## src/hdl/ijm_pkg.sv

```systemverilog
`default_nettype none

package ijm_pkg;

   // Field widths
   localparam int STAT_W   = 64;             // counts, totals, intervals
   localparam int TS_W     = 64;             // timestamp field as carried on the channel
   localparam int CFG_W    = 32;             // interval register
   localparam int JIT_W    = 32;             // jitter percent
   localparam int PCT_W    = STAT_W + 7;     // excess * 100 fits here

   // Serial divider sequencing
   localparam int DIV_STEPS = PCT_W;         // one quotient bit per cycle
   localparam int AVG_STEPS = STAT_W;        // average runs in the last 64 of them
   localparam int CNT_W     = 7;

   // Report every tenth beat
   localparam int          MOD_W       = 4;
   localparam logic [MOD_W-1:0] REPORT_LAST = 4'd9;

   localparam logic [CFG_W-1:0] INTERVAL_RESET = 32'd2400000;

   // Command codes
   localparam logic CMD_SAMPLE  = 1'b0;
   localparam logic CMD_RESTART = 1'b1;

   typedef struct packed {
      logic load;
      logic step;
   } ijm_div_ctl_type;

endpackage

`default_nettype wire

```

## src/hdl/ijm_req_if.sv

```systemverilog
`default_nettype none

interface ijm_req_if;
   logic                        valid;
   logic                        ready;
   logic                        cmd;
   logic [ijm_pkg::TS_W-1:0]    timestamp;

   modport source (output valid, output cmd, output timestamp, input ready);
   modport sink   (input valid, input cmd, input timestamp, output ready);
endinterface

`default_nettype wire

```

## src/hdl/ijm_rsp_if.sv

```systemverilog
`default_nettype none

interface ijm_rsp_if;
   logic                         valid;
   logic                         ready;
   logic                         beat;
   logic [ijm_pkg::STAT_W-1:0]   beat_number;
   logic [ijm_pkg::STAT_W-1:0]   interval;
   logic [ijm_pkg::JIT_W-1:0]    jitter;
   logic [ijm_pkg::STAT_W-1:0]   least_interval;
   logic [ijm_pkg::STAT_W-1:0]   greatest_interval;
   logic [ijm_pkg::JIT_W-1:0]    peak_jitter;
   logic [ijm_pkg::STAT_W-1:0]   average_interval;
   logic                         report_due;

   modport source (output valid, output beat, output beat_number, output interval,
                   output jitter, output least_interval, output greatest_interval,
                   output peak_jitter, output average_interval, output report_due,
                   input ready);
   modport sink   (input valid, input beat, input beat_number, input interval,
                   input jitter, input least_interval, input greatest_interval,
                   input peak_jitter, input average_interval, input report_due,
                   output ready);
endinterface

`default_nettype wire

```

## src/hdl/ijm_sdiv.sv

```systemverilog
`default_nettype none

// Restoring divider, one quotient bit per cycle while ctl.step is high. The dividend shifts out
// MSB first, the quotient shifts in LSB last; NUM_W steps give the result.
module ijm_sdiv #(
   parameter int NUM_W = 64,
   parameter int DEN_W = 64
) (
   input  logic                     clock,
   input  ijm_pkg::ijm_div_ctl_type ctl,
   input  logic [NUM_W-1:0]         dividend,
   input  logic [DEN_W-1:0]         divisor,
   output logic [NUM_W-1:0]         quotient
);

   logic [NUM_W-1:0] num_ff, num_in;
   logic [DEN_W-1:0] den_ff, den_in;
   logic [DEN_W-1:0] rem_ff, rem_in;
   logic [NUM_W-1:0] q_ff,   q_in;

   logic [DEN_W:0]   rem_sh;
   logic [DEN_W+1:0] diff;
   logic             ge;

   // one trial subtraction
   always_comb begin
      rem_sh = {rem_ff, num_ff[NUM_W-1]};
      diff   = {1'b0, rem_sh} - (DEN_W+2)'(den_ff);
      ge     = !diff[DEN_W+1];

      num_in = num_ff;
      den_in = den_ff;
      rem_in = rem_ff;
      q_in   = q_ff;
      if (ctl.load) begin
         num_in = dividend;
         den_in = divisor;
         rem_in = '0;
         q_in   = '0;
      end else if (ctl.step) begin
         num_in = {num_ff[NUM_W-2:0], 1'b0};
         rem_in = ge ? diff[DEN_W-1:0] : rem_sh[DEN_W-1:0];
         q_in   = {q_ff[NUM_W-2:0], ge};
      end
   end

   always_ff @(posedge clock) begin
      num_ff <= num_in;
      den_ff <= den_in;
      rem_ff <= rem_in;
      q_ff   <= q_in;
   end

   assign quotient = q_ff;

endmodule

`default_nettype wire

```

## src/hdl/interval_jitter_monitor.sv

```systemverilog
`default_nettype none

// A sample without a beat, or a restart, goes from accept through evaluate to the output register.
// A beat goes through evaluate, load, the bit-serial dividers
// (jitter and average run side by side), finish, output.
// One item at a time: a new item is taken only once the last is handed to the output register;
// the next item is taken while a result waits.
// Reset (synchronous): interval 2400000, statistics cleared, reference time 0.
module interval_jitter_monitor #(
   parameter int TIMESTAMP_BITS = 64
) (
   input  logic                     clock,
   input  logic                     reset,
   ijm_req_if.sink                  req_chan,
   ijm_rsp_if.source                rsp_chan,
   input  logic                     csr_we,
   input  logic [ijm_pkg::CFG_W-1:0] csr_wdata
);
   import ijm_pkg::*;

   localparam logic [2:0] ST_IDLE = 3'd0;
   localparam logic [2:0] ST_EVAL = 3'd1;
   localparam logic [2:0] ST_LOAD = 3'd2;
   localparam logic [2:0] ST_DIV  = 3'd3;
   localparam logic [2:0] ST_FIN  = 3'd4;
   localparam logic [2:0] ST_DONE = 3'd5;

   // control
   logic [2:0]              state_ff, state_in;
   logic [CNT_W-1:0]        cnt_ff, cnt_in;
   logic                    rsp_valid_ff, rsp_valid_in;
   logic [CFG_W-1:0]        interval_ff, interval_in;

   // statistics
   logic [TIMESTAMP_BITS-1:0] ref_ff, ref_in;
   logic [STAT_W-1:0]       total_ff, total_in;
   logic [STAT_W-1:0]       sum_ff, sum_in;
   logic [STAT_W-1:0]       min_ff, min_in;
   logic [STAT_W-1:0]       max_ff, max_in;
   logic [JIT_W-1:0]        peak_ff, peak_in;
   logic [STAT_W-1:0]       avg_ff, avg_in;
   logic [MOD_W-1:0]        mod_ff, mod_in;

   // item in flight
   logic                    cmd_ff, cmd_in;
   logic [TIMESTAMP_BITS-1:0] now_ff, now_in;
   logic [STAT_W-1:0]       excess_ff, excess_in;
   logic                    res_beat_ff, res_beat_in;
   logic [STAT_W-1:0]       res_interval_ff, res_interval_in;
   logic [JIT_W-1:0]        res_jitter_ff, res_jitter_in;
   logic                    res_report_ff, res_report_in;

   // output register
   logic                    out_beat_ff, out_beat_in;
   logic [STAT_W-1:0]       out_number_ff, out_number_in;
   logic [STAT_W-1:0]       out_interval_ff, out_interval_in;
   logic [JIT_W-1:0]        out_jitter_ff, out_jitter_in;
   logic [STAT_W-1:0]       out_least_ff, out_least_in;
   logic [STAT_W-1:0]       out_greatest_ff, out_greatest_in;
   logic [JIT_W-1:0]        out_peak_ff, out_peak_in;
   logic [STAT_W-1:0]       out_average_ff, out_average_in;
   logic                    out_report_ff, out_report_in;

   // datapath
   logic [TIMESTAMP_BITS-1:0] elapsed_ts;
   logic [STAT_W-1:0]       elapsed;
   logic [STAT_W:0]         diff;
   logic                    is_beat;
   logic [STAT_W-1:0]       total_inc;
   logic [MOD_W-1:0]        mod_next;
   logic [PCT_W-1:0]        excess_w;
   logic [PCT_W-1:0]        pct;
   logic [JIT_W-1:0]        jit_val;

   ijm_div_ctl_type         jit_ctl, avg_ctl;
   logic [PCT_W-1:0]        jit_q;
   logic [STAT_W-1:0]       avg_q;

   assign req_chan.ready = (state_ff == ST_IDLE);

   // jitter: floor(excess * 100 / interval), 71 quotient bits
   ijm_sdiv #(.NUM_W(PCT_W), .DEN_W(CFG_W)) u_jit_div (
      .clock    (clock),
      .ctl      (jit_ctl),
      .dividend (pct),
      .divisor  (interval_ff),
      .quotient (jit_q)
   );

   // average: tick total / beat count
   ijm_sdiv #(.NUM_W(STAT_W), .DEN_W(STAT_W)) u_avg_div (
      .clock    (clock),
      .ctl      (avg_ctl),
      .dividend (sum_ff),
      .divisor  (total_ff),
      .quotient (avg_q)
   );

   // elapsed time, beat test, report count, jitter scaling and divider control
   always_comb begin
      elapsed_ts = now_ff - ref_ff;
      elapsed    = STAT_W'(elapsed_ts);
      diff       = (STAT_W+1)'(elapsed) - (STAT_W+1)'(interval_ff);
      is_beat    = !diff[STAT_W];
      total_inc  = total_ff + STAT_W'(1);
      if (total_inc == '0) begin
         mod_next = '0;
      end else if (mod_ff == REPORT_LAST) begin
         mod_next = '0;
      end else begin
         mod_next = mod_ff + MOD_W'(1);
      end
      // excess * 100 = excess * (64 + 32 + 4)
      excess_w = PCT_W'(excess_ff);
      pct      = (excess_w << 6) + (excess_w << 5) + (excess_w << 2);
      jit_val  = (|jit_q[PCT_W-1:JIT_W]) ? '1 : jit_q[JIT_W-1:0];

      jit_ctl.load = (state_ff == ST_LOAD);
      jit_ctl.step = (state_ff == ST_DIV);
      avg_ctl.load = (state_ff == ST_LOAD);
      avg_ctl.step = (state_ff == ST_DIV) && (cnt_ff < CNT_W'(AVG_STEPS));
   end

   // sequencer and statistics update
   always_comb begin
      state_in        = state_ff;
      cnt_in          = cnt_ff;
      rsp_valid_in    = rsp_valid_ff && !rsp_chan.ready;
      interval_in     = csr_we ? csr_wdata : interval_ff;
      ref_in          = ref_ff;
      total_in        = total_ff;
      sum_in          = sum_ff;
      min_in          = min_ff;
      max_in          = max_ff;
      peak_in         = peak_ff;
      avg_in          = avg_ff;
      mod_in          = mod_ff;
      cmd_in          = cmd_ff;
      now_in          = now_ff;
      excess_in       = excess_ff;
      res_beat_in     = res_beat_ff;
      res_interval_in = res_interval_ff;
      res_jitter_in   = res_jitter_ff;
      res_report_in   = res_report_ff;
      out_beat_in     = out_beat_ff;
      out_number_in   = out_number_ff;
      out_interval_in = out_interval_ff;
      out_jitter_in   = out_jitter_ff;
      out_least_in    = out_least_ff;
      out_greatest_in = out_greatest_ff;
      out_peak_in     = out_peak_ff;
      out_average_in  = out_average_ff;
      out_report_in   = out_report_ff;

      case (state_ff)
         ST_IDLE: begin
            if (req_chan.valid) begin
               cmd_in   = req_chan.cmd;
               now_in   = req_chan.timestamp[TIMESTAMP_BITS-1:0];
               state_in = ST_EVAL;
            end
         end
         ST_EVAL: begin
            res_jitter_in = '0;
            res_report_in = 1'b0;
            res_beat_in   = 1'b0;
            if (cmd_ff == CMD_RESTART) begin
               ref_in          = now_ff;
               total_in        = '0;
               sum_in          = '0;
               min_in          = '1;
               max_in          = '0;
               peak_in         = '0;
               avg_in          = '0;
               mod_in          = '0;
               res_interval_in = '0;
               state_in        = ST_DONE;
            end else if (is_beat) begin
               ref_in          = now_ff;
               total_in        = total_inc;
               sum_in          = sum_ff + elapsed;
               mod_in          = mod_next;
               if (elapsed < min_ff) begin
                  min_in = elapsed;
               end
               if (elapsed > max_ff) begin
                  max_in = elapsed;
               end
               excess_in       = diff[STAT_W-1:0];
               res_beat_in     = 1'b1;
               res_interval_in = elapsed;
               res_report_in   = (mod_next == '0);
               state_in        = ST_LOAD;
            end else begin
               res_interval_in = elapsed;
               state_in        = ST_DONE;
            end
         end
         ST_LOAD: begin
            cnt_in   = CNT_W'(DIV_STEPS - 1);
            state_in = ST_DIV;
         end
         ST_DIV: begin
            cnt_in = cnt_ff - CNT_W'(1);
            if (cnt_ff == '0) begin
               state_in = ST_FIN;
            end
         end
         ST_FIN: begin
            res_jitter_in = jit_val;
            if (jit_val > peak_ff) begin
               peak_in = jit_val;
            end
            avg_in   = (total_ff == '0) ? '0 : avg_q;
            state_in = ST_DONE;
         end
         ST_DONE: begin
            // hand the item to the output register once it is free
            if (!rsp_valid_ff || rsp_chan.ready) begin
               rsp_valid_in    = 1'b1;
               out_beat_in     = res_beat_ff;
               out_number_in   = total_ff;
               out_interval_in = res_interval_ff;
               out_jitter_in   = res_jitter_ff;
               out_least_in    = min_ff;
               out_greatest_in = max_ff;
               out_peak_in     = peak_ff;
               out_average_in  = avg_ff;
               out_report_in   = res_report_ff;
               state_in        = ST_IDLE;
            end
         end
         default: begin
            state_in = ST_IDLE;
         end
      endcase
   end

   // control and architectural state
   always_ff @(posedge clock) begin
      if (reset) begin
         state_ff     <= ST_IDLE;
         cnt_ff       <= '0;
         rsp_valid_ff <= 1'b0;
         interval_ff  <= INTERVAL_RESET;
         ref_ff       <= '0;
         total_ff     <= '0;
         sum_ff       <= '0;
         min_ff       <= '1;
         max_ff       <= '0;
         peak_ff      <= '0;
         avg_ff       <= '0;
         mod_ff       <= '0;
      end else begin
         state_ff     <= state_in;
         cnt_ff       <= cnt_in;
         rsp_valid_ff <= rsp_valid_in;
         interval_ff  <= interval_in;
         ref_ff       <= ref_in;
         total_ff     <= total_in;
         sum_ff       <= sum_in;
         min_ff       <= min_in;
         max_ff       <= max_in;
         peak_ff      <= peak_in;
         avg_ff       <= avg_in;
         mod_ff       <= mod_in;
      end
   end

   // payload
   always_ff @(posedge clock) begin
      cmd_ff          <= cmd_in;
      now_ff          <= now_in;
      excess_ff       <= excess_in;
      res_beat_ff     <= res_beat_in;
      res_interval_ff <= res_interval_in;
      res_jitter_ff   <= res_jitter_in;
      res_report_ff   <= res_report_in;
      out_beat_ff     <= out_beat_in;
      out_number_ff   <= out_number_in;
      out_interval_ff <= out_interval_in;
      out_jitter_ff   <= out_jitter_in;
      out_least_ff    <= out_least_in;
      out_greatest_ff <= out_greatest_in;
      out_peak_ff     <= out_peak_in;
      out_average_ff  <= out_average_in;
      out_report_ff   <= out_report_in;
   end

   assign rsp_chan.valid             = rsp_valid_ff;
   assign rsp_chan.beat              = out_beat_ff;
   assign rsp_chan.beat_number       = out_number_ff;
   assign rsp_chan.interval          = out_interval_ff;
   assign rsp_chan.jitter            = out_jitter_ff;
   assign rsp_chan.least_interval    = out_least_ff;
   assign rsp_chan.greatest_interval = out_greatest_ff;
   assign rsp_chan.peak_jitter       = out_peak_ff;
   assign rsp_chan.average_interval  = out_average_ff;
   assign rsp_chan.report_due        = out_report_ff;

   // accepted item goes straight to evaluation
   a_accept_eval: assert property (@(posedge clock) disable iff (reset)
      req_chan.valid && req_chan.ready |=> state_ff == ST_EVAL)
      else $error("accepted item did not enter evaluation");

   // once any beat is counted, least never exceeds greatest
   a_min_max: assert property (@(posedge clock) disable iff (reset)
      total_ff != '0 |-> min_ff <= max_ff)
      else $error("least interval above greatest interval");

   // no beat means no jitter and no report
   a_no_beat: assert property (@(posedge clock) disable iff (reset)
      rsp_chan.valid && !rsp_chan.beat |-> rsp_chan.jitter == '0 && !rsp_chan.report_due)
      else $error("jitter or report without a beat");

   // peak covers the jitter shown with it
   a_peak: assert property (@(posedge clock) disable iff (reset)
      rsp_chan.valid |-> rsp_chan.peak_jitter >= rsp_chan.jitter)
      else $error("peak jitter below item jitter");

   // divider step count stays in range
   a_cnt: assert property (@(posedge clock) disable iff (reset)
      state_ff == ST_DIV |-> cnt_ff < CNT_W'(DIV_STEPS))
      else $error("divider step count out of range");

endmodule

`default_nettype wire
```

## src/flat_wrapper.sv

```systemverilog
// flat-port wrapper written by rule: the top's interface ports become plain ports
module interval_jitter_monitor_flat import ijm_pkg::*;
#(
   parameter int TIMESTAMP_BITS = 64
)
  (clock, reset, csr_we, csr_wdata, req_chan_valid, req_chan_cmd, req_chan_timestamp, req_chan_ready, rsp_chan_valid, rsp_chan_beat, rsp_chan_beat_number, rsp_chan_interval, rsp_chan_jitter, rsp_chan_least_interval, rsp_chan_greatest_interval, rsp_chan_peak_jitter, rsp_chan_average_interval, rsp_chan_report_due, rsp_chan_ready);
  ijm_req_if req_chan_i ();
  ijm_rsp_if rsp_chan_i ();
  input  logic clock;
  input  logic reset;
  input  logic csr_we;
  input  logic [ijm_pkg::CFG_W-1:0] csr_wdata;
  input wire logic [$bits(req_chan_i.valid)-1:0] req_chan_valid;
  input wire logic [$bits(req_chan_i.cmd)-1:0] req_chan_cmd;
  input wire logic [$bits(req_chan_i.timestamp)-1:0] req_chan_timestamp;
  output wire logic [$bits(req_chan_i.ready)-1:0] req_chan_ready;
  output wire logic [$bits(rsp_chan_i.valid)-1:0] rsp_chan_valid;
  output wire logic [$bits(rsp_chan_i.beat)-1:0] rsp_chan_beat;
  output wire logic [$bits(rsp_chan_i.beat_number)-1:0] rsp_chan_beat_number;
  output wire logic [$bits(rsp_chan_i.interval)-1:0] rsp_chan_interval;
  output wire logic [$bits(rsp_chan_i.jitter)-1:0] rsp_chan_jitter;
  output wire logic [$bits(rsp_chan_i.least_interval)-1:0] rsp_chan_least_interval;
  output wire logic [$bits(rsp_chan_i.greatest_interval)-1:0] rsp_chan_greatest_interval;
  output wire logic [$bits(rsp_chan_i.peak_jitter)-1:0] rsp_chan_peak_jitter;
  output wire logic [$bits(rsp_chan_i.average_interval)-1:0] rsp_chan_average_interval;
  output wire logic [$bits(rsp_chan_i.report_due)-1:0] rsp_chan_report_due;
  input wire logic [$bits(rsp_chan_i.ready)-1:0] rsp_chan_ready;
  assign req_chan_i.valid = req_chan_valid;
  assign req_chan_i.cmd = req_chan_cmd;
  assign req_chan_i.timestamp = req_chan_timestamp;
  assign req_chan_ready = req_chan_i.ready;
  assign rsp_chan_valid = rsp_chan_i.valid;
  assign rsp_chan_beat = rsp_chan_i.beat;
  assign rsp_chan_beat_number = rsp_chan_i.beat_number;
  assign rsp_chan_interval = rsp_chan_i.interval;
  assign rsp_chan_jitter = rsp_chan_i.jitter;
  assign rsp_chan_least_interval = rsp_chan_i.least_interval;
  assign rsp_chan_greatest_interval = rsp_chan_i.greatest_interval;
  assign rsp_chan_peak_jitter = rsp_chan_i.peak_jitter;
  assign rsp_chan_average_interval = rsp_chan_i.average_interval;
  assign rsp_chan_report_due = rsp_chan_i.report_due;
  assign rsp_chan_i.ready = rsp_chan_ready;
  interval_jitter_monitor #(.TIMESTAMP_BITS(TIMESTAMP_BITS)) u_core (.clock(clock), .reset(reset), .req_chan(req_chan_i), .rsp_chan(rsp_chan_i), .csr_we(csr_we), .csr_wdata(csr_wdata));
endmodule
```

## config.mk

```make
export PLATFORM = sky130hd
export DESIGN_NAME = interval_jitter_monitor_flat
export DESIGN_NICKNAME = d
export VERILOG_FILES = /design/src/hdl/ijm_pkg.sv /design/src/hdl/ijm_req_if.sv /design/src/hdl/ijm_rsp_if.sv /design/src/hdl/ijm_sdiv.sv /design/src/hdl/interval_jitter_monitor.sv /design/src/flat_wrapper.sv
export SDC_FILE = /design/constraint.sdc
export NUM_CORES = 2
export LEC_CHECK = 0
export BUFFER_PORTS_ARGS = -buffer_cell sky130_fd_sc_hd__buf_4
export CAP_MARGIN = 0
export CORE_UTILIZATION = 25
export DETAILED_ROUTE_END_ITERATION = 12
export GPL_TIMING_DRIVEN = 0
export SLEW_MARGIN = 20
export SYNTH_ARGS = -nofsm -noshare
export SYNTH_HDL_FRONTEND = slang
export SYNTH_SLANG_ARGS = --single-unit
```

## constraint.sdc

```tcl
create_clock -name clock -period 27.7 [get_ports clock]
set_input_delay 2.77 -clock clock [delete_from_list [all_inputs] [get_ports clock]]
set_output_delay 2.77 -clock clock [all_outputs]
set_load 0.02 [all_outputs]
```

# Word level (Yosys, flattened, before mapping)
# Cells that the tools add are included.
# op_classes
addsub,10
n_lt_le_gt_ge,4
n_eq_ne,12
mux,40
bitwise,2
n_reduce_logical,28
# ops
cell,n
$mux 64,17
$mux 71,2
$logic_not 64->1,2
$mux 32,4
$pmux 32 s2,2
$pmux 64 s2,1
$add 70x69->71,1
$add 71x66->71,1
$sub 65x64->66,1
$sub 64x32->65,1
$add 64x1->64 const B,1
$add 64x64->64,1
$gt 64x64->1,1
$lt 64x64->1,1
$sub 64x64->64,1
$reduce_or 39->1,1
$sub 33x32->34,1
$gt 32x32->1,1
$pmux 3 s6,1
$mux 4,4
$mux 3,5
$reduce_and 3->1,5
$pmux 7 s2,1
$reduce_bool 2->1,5
19 further kinds,35
# totals
reg_bits,1538
output_inout_bits,388
elab_cells,132

# Longest topological paths before layout
# logic_depth
word_depth,5
mapped_depth,34

# Modules after synthesis
# Synthesis repeated with hierarchy kept, for this count alone.
# unflattened
hier_cells,7498
area_unflattened_um2,79088.4
# modules_own_cells
module,n_inst,cells_per_inst,area_each_um2,seq_area_each_um2
interval_jitter_monitor,1,5299,55713.4,27676.5
ijm_sdiv at u_core.u_avg_div,1,1333,13623.1,6406.1
ijm_sdiv at u_core.u_jit_div,1,866,9751.9,5154.9

# Worst setup path after synthesis
# Ideal clock, no wire load.
# synth_path
path_kind,input-to-reg
startpoint,input port rsp_chan_ready
endpoint,"register u_core.out_average_ff[0], in the netlist u_core.rsp_chan.average_interval[0], enable pin"
t_arrival_ns,18.943
required_time_ns,26.557
path_slack_ns,7.614
path_stages,3
path_buffers,0
cell_sequence,nand2b_1 -> nand2_1 -> nor2_1
# synth_between
elab_chain_len,2
# synth_rtl
element,line_no,text
start: declaration,flat_wrapper.sv:27,input wire logic [$bits(rsp_chan_i.ready)-1:0] rsp_chan_ready;
$logic_or 1x1->1,interval_jitter_monitor.sv:219,if (!rsp_valid_ff || rsp_chan.ready) begin
$reduce_and 2->1 (no source line),-,
end signal: assignment,interval_jitter_monitor.sv:286,out_average_ff <= out_average_in;
end: declaration,interval_jitter_monitor.sv:61,"logic [STAT_W-1:0] out_average_ff, out_average_in;"
# No other way between the ends.
# A chain may end at the register's enable or synchronous reset.

# Final worst setup path
# layout_path
startpoint,register u_core.now_ff[0]
endpoint,register u_core.max_ff[43]
# layout_between
elab_chain_len,4
elab_cells_between_ends,9
classes_between,2 x add/sub; 1 x order compare; 1 x eq/ne; 3 x mux; 2 x reduce/logical
# layout_rtl
element,line_no,text
start: declaration,interval_jitter_monitor.sv:46,"logic [TIMESTAMP_BITS-1:0] now_ff, now_in;"
start signal: assignment,interval_jitter_monitor.sv:273,now_ff <= now_in;
$sub 64x64->64 *,interval_jitter_monitor.sv:101,elapsed_ts = now_ff - ref_ff;
named net u_core.elapsed[24],interval_jitter_monitor.sv:66,logic [STAT_W-1:0] elapsed;
$sub 64x32->65 / $gt 64x64->1 (equally long branches),"interval_jitter_monitor.sv:103, interval_jitter_monitor.sv:186",
$ne 2x1->1 (no source line) / $reduce_bool 2->1 (equally long branches),-,
$reduce_and 3->1 (no source line) *,-,
end signal: assignment,interval_jitter_monitor.sv:263,max_ff <= max_in;
end: declaration,interval_jitter_monitor.sv:39,"logic [STAT_W-1:0] max_ff, max_in;"
# The timed path passes the listed nets; every way through them passes the cells marked *. The select of a mux whose other input is x is not followed.

==> flow_metrics.env <==
export IMPL_ir_drop_mv=0.0612
export IMPL_grt_overflow=0
export IMPL_gp_congestion=0.916
export IMPL_clock_sinks=1536
export IMPL_p_int_uw=5490
export IMPL_cts_resized=0
export IMPL_synth_area_leaders="edfxtp_1, dfxtp_1, ha_1"
export IMPL_wl_per_cell_um=19.9
export IMPL_cpMaxStageDelayCell="nor4_2"
export IMPL_critPathBufInv=6
export IMPL_yosys_area_top_type="edfxtp_1"
export IMPL_core_area_um2=312000
export IMPL_power_uw=9090
export IMPL_ff2ff_path_depth=32
export IMPL_start_kind="flop"
export IMPL_drt_iter0_markers=5748
export IMPL_worst_ep_arrival_time_ns=11.48
export IMPL_cp_end_kind="flop"
export IMPL_grt_usage_pct=15.5
export IMPL_rr_startpoint="u_core.now_ff[0]"
export IMPL_finalHoldViolations=0
export IMPL_ant_nets=0
export IMPL_grt_antenna_before_repair=22
export IMPL_combPwrFrac_pct=41.5
export IMPL_clk_insertion_delay_late_ns=0.89
export IMPL_leakagePower_uw=0.0381
export IMPL_die_h_um=563
export IMPL_finClkSkew_ns=0.106
export IMPL_p_seq_share_pct=32.0
export IMPL_worst_path_most_repeated_cell="inv_1"
export IMPL_vias=62037
export IMPL_rsz0062_at_grt="no"
export IMPL_drv_cap=0
export IMPL_largest_register_ffs=71
export IMPL_netlist_area_leader_share_pct=32.2
export IMPL_start_util_pct=25.2
export IMPL_min_to="u_core.rsp_chan.interval[6]"
export IMPL_status="complete, no violations"
export IMPL_clockPowerShare_pct=26.5
export IMPL_max_slew_margin_rel_pct=18.9
export IMPL_reg2reg_to="u_core.max_ff[43]"
export IMPL_die_area_um2=317000
export IMPL_ios=490
export IMPL_p_sw_share_pct=39.6
export IMPL_grt_max_degree=59
export IMPL_path_clk_slew_ns=0.07
export IMPL_grt_pass1_vias=57905
export IMPL_cp_max_fo=10
export IMPL_nets=9151
export IMPL_post_route_period_util_pct=38.5
export IMPL_max_freq_mhz=93.9
export IMPL_finalMaxSlewViolations=0
export IMPL_setup_viol=0
export IMPL_hold_buffers=0
export IMPL_layout_min_cycle_time_ns=10.65
export IMPL_cts_root_buf="clkbuf_16"
export IMPL_num_rows=205
export IMPL_synth_seq_cells=1536
export IMPL_synth_flop_cell="edfxtp_1"
export IMPL_critPathMaxStageDelay_ns=0.92
export IMPL_dpl_hpwl_mm=194
export IMPL_fillers=32276
export IMPL_hold_path_class="flop to flop"
export IMPL_yosys_warnings=0
export IMPL_critPathKind="flop to flop"
export IMPL_synth_edf_count=842
export IMPL_cts_setup_buffers=0
export IMPL_drt_total_wl_mm=255
export IMPL_area_growth_pct=20.2
export IMPL_hold_depth=0
export IMPL_drc=0
export IMPL_hp_start="u_core.res_interval_ff[6]"
export IMPL_worstPathRequired_ns=28.52
export IMPL_synthDistinctLibCells=94
export IMPL_crit_family="compound AO/OA/AOI/OAI gates"
export IMPL_cts_tree="done"
export IMPL_timing_worst_slew_pin_value_ns=1.22
export IMPL_drt_pass1_iterations=6
export IMPL_grt_pass1_wl_mm=374
export IMPL_netlist_area_um2=78600
export IMPL_yosysSeqAreaShare_pct=49.9
export IMPL_r2r_slack_ns=17.05
export IMPL_cts_buffers_inserted=176
export IMPL_synth_nets=8443
export IMPL_die_w_um=563
export IMPL_synth_async_reset_ratio_pct=0
export IMPL_io_buffers=487
export IMPL_powerDensity_nw_per_um2=96.3
export IMPL_cts_max_level=4
export IMPL_avgViaCountPerCell=4.85
export IMPL_cts_buffer_depth=4
export IMPL_avgSynthCellArea_um2=10.1
export IMPL_p_sw_uw=3600
export IMPL_final_util_pct=30.2
export IMPL_drive_gt1_share_pct=11.4
export IMPL_synth_cells=7796
==> how the worst max path moves through the flow <==
stage                                 from                                    to  slack [ns]  cells past startpoint
final                     u_core.now_ff[0]                     u_core.max_ff[43]       17.05                     32
after global routing      u_core.now_ff[0]                     u_core.max_ff[45]       16.82                     32
after CTS                 u_core.now_ff[0]                     u_core.max_ff[45]       17.41                     32
after detailed placement  u_core.now_ff[0]                     u_core.max_ff[43]       17.41                     32
after global placement      rsp_chan_ready  u_core.rsp_chan.greatest_interval[1]       -2.69                      4
after floorplan             rsp_chan_ready   u_core.rsp_chan.average_interval[0]        7.61                      3
==> Yosys cell counts, drive strengths merged (73+ instances only) <==
| library cell | count |
|---|---|
| nand2 | 878 |
| edfxtp | 842 |
| dfxtp | 694 |
| nor2 | 494 |
| inv | 487 |
| ha | 479 |
| a21oi | 393 |
| o21ai | 385 |
| clkbuf | 329 |
| nand3 | 298 |
| nor3 | 268 |
| a21o | 214 |
| xnor2 | 204 |
| mux2i | 195 |
| a22o | 131 |
| xor2 | 130 |
| nor2b | 116 |
| nand4 | 102 |
| a211oi | 73 |
| a22oi | 73 |
==> cells in the final DEF, fill, tap and decap left out, types with 69 or more instances in the layout <==
cell	netlist	layout
a21oi_1	393	392
nor2b_1	116	116
xnor2_1	203	193
a211oi_1	73	72
o211ai_1	69	69
nand4_1	102	102
nand2_1	877	876
a21o_1	214	214
mux2i_1	195	194
nor2_1	494	492
dfxtp_1	694	694
clkbuf_16	0	182
o21ai_0	360	360
nand3_1	298	298
ha_1	479	479
clkbuf_1	327	337
edfxtp_1	842	842
a22o_1	131	131
inv_1	484	483
nor3_1	268	265
xor2_1	130	124
a22oi_1	73	73
buf_4	11	500
==> power by group through the flow <==
stage	clock network [µW]	logic, µW	registers [µW]
2_1_floorplan	0	2510	2940
3_3_place_gp	0	3610	3000
3_5_place_dp	0	3720	2950
4_1_cts	2460	3740	2910
5_1_grt	2540	4150	2940
6_report	2410	3770	2910
==> layout make-up <==
cell class	count	area (µm²)	area share (%)
sequential	1536	39200	41.5
multi-input combinational	5388	36200	38.4
tap	4140	5180	5.49
clock buffer	230	4880	5.17
timing repair buffer	530	4500	4.77
inverter	487	1830	1.94
buffer	385	1590	1.68
clock inverter	90	1010	1.07
antenna	5	12.5	0.0133
==> per-stage QoR <==
step	hold slack [ns]	setup WS, ns	std cells	area, µm²	TNS, ns
floorplan	0.400	7.61	7796	78600	0
global placement	0.403	-2.69	12423	87400	-988.03
detailed placement	0.405	17.41	12466	88500	0
CTS	0.393	17.41	12786	94400	0
global route	0.392	16.82	12788	94400	0
finish	0.377	17.05	12791	94400	0
==> logic make-up (layout without fill, tap and decap cells) <==
| logic type | Yosys count | after routing | synth area share (%) |
|---|---|---|---|
| AO/OA/AOI/OAI | 1770 | 1770 | 15.0 |
| XOR/XNOR | 335 | 335 | 3.76 |
| adder cells (fa/ha/maj) | 547 | 547 | 9.33 |
| buffers and inverters | 872 | 1722 | 4.30 |
| flip-flops | 1536 | 1536 | 49.9 |
| multiplexers | 198 | 198 | 2.53 |
| other | 0 | 5 | 0 |
| AND/OR/NAND/NOR | 2538 | 2538 | 15.2 |
==> per-layer routing <==
metal  global-route usage (%)  part of all wire, %  vias to the layer above  routed length, µm
li1                         -                    -                    29666                  -
met1                     22.6                   47                    29860             121000
met2                     23.6                   42                     2174             108000
met3                     2.60                  7.8                      333              19800
met4                     4.01                  2.5                        4               6280
met5                        0                0.011                        -                 27
(Power assumes the default switching activity.)
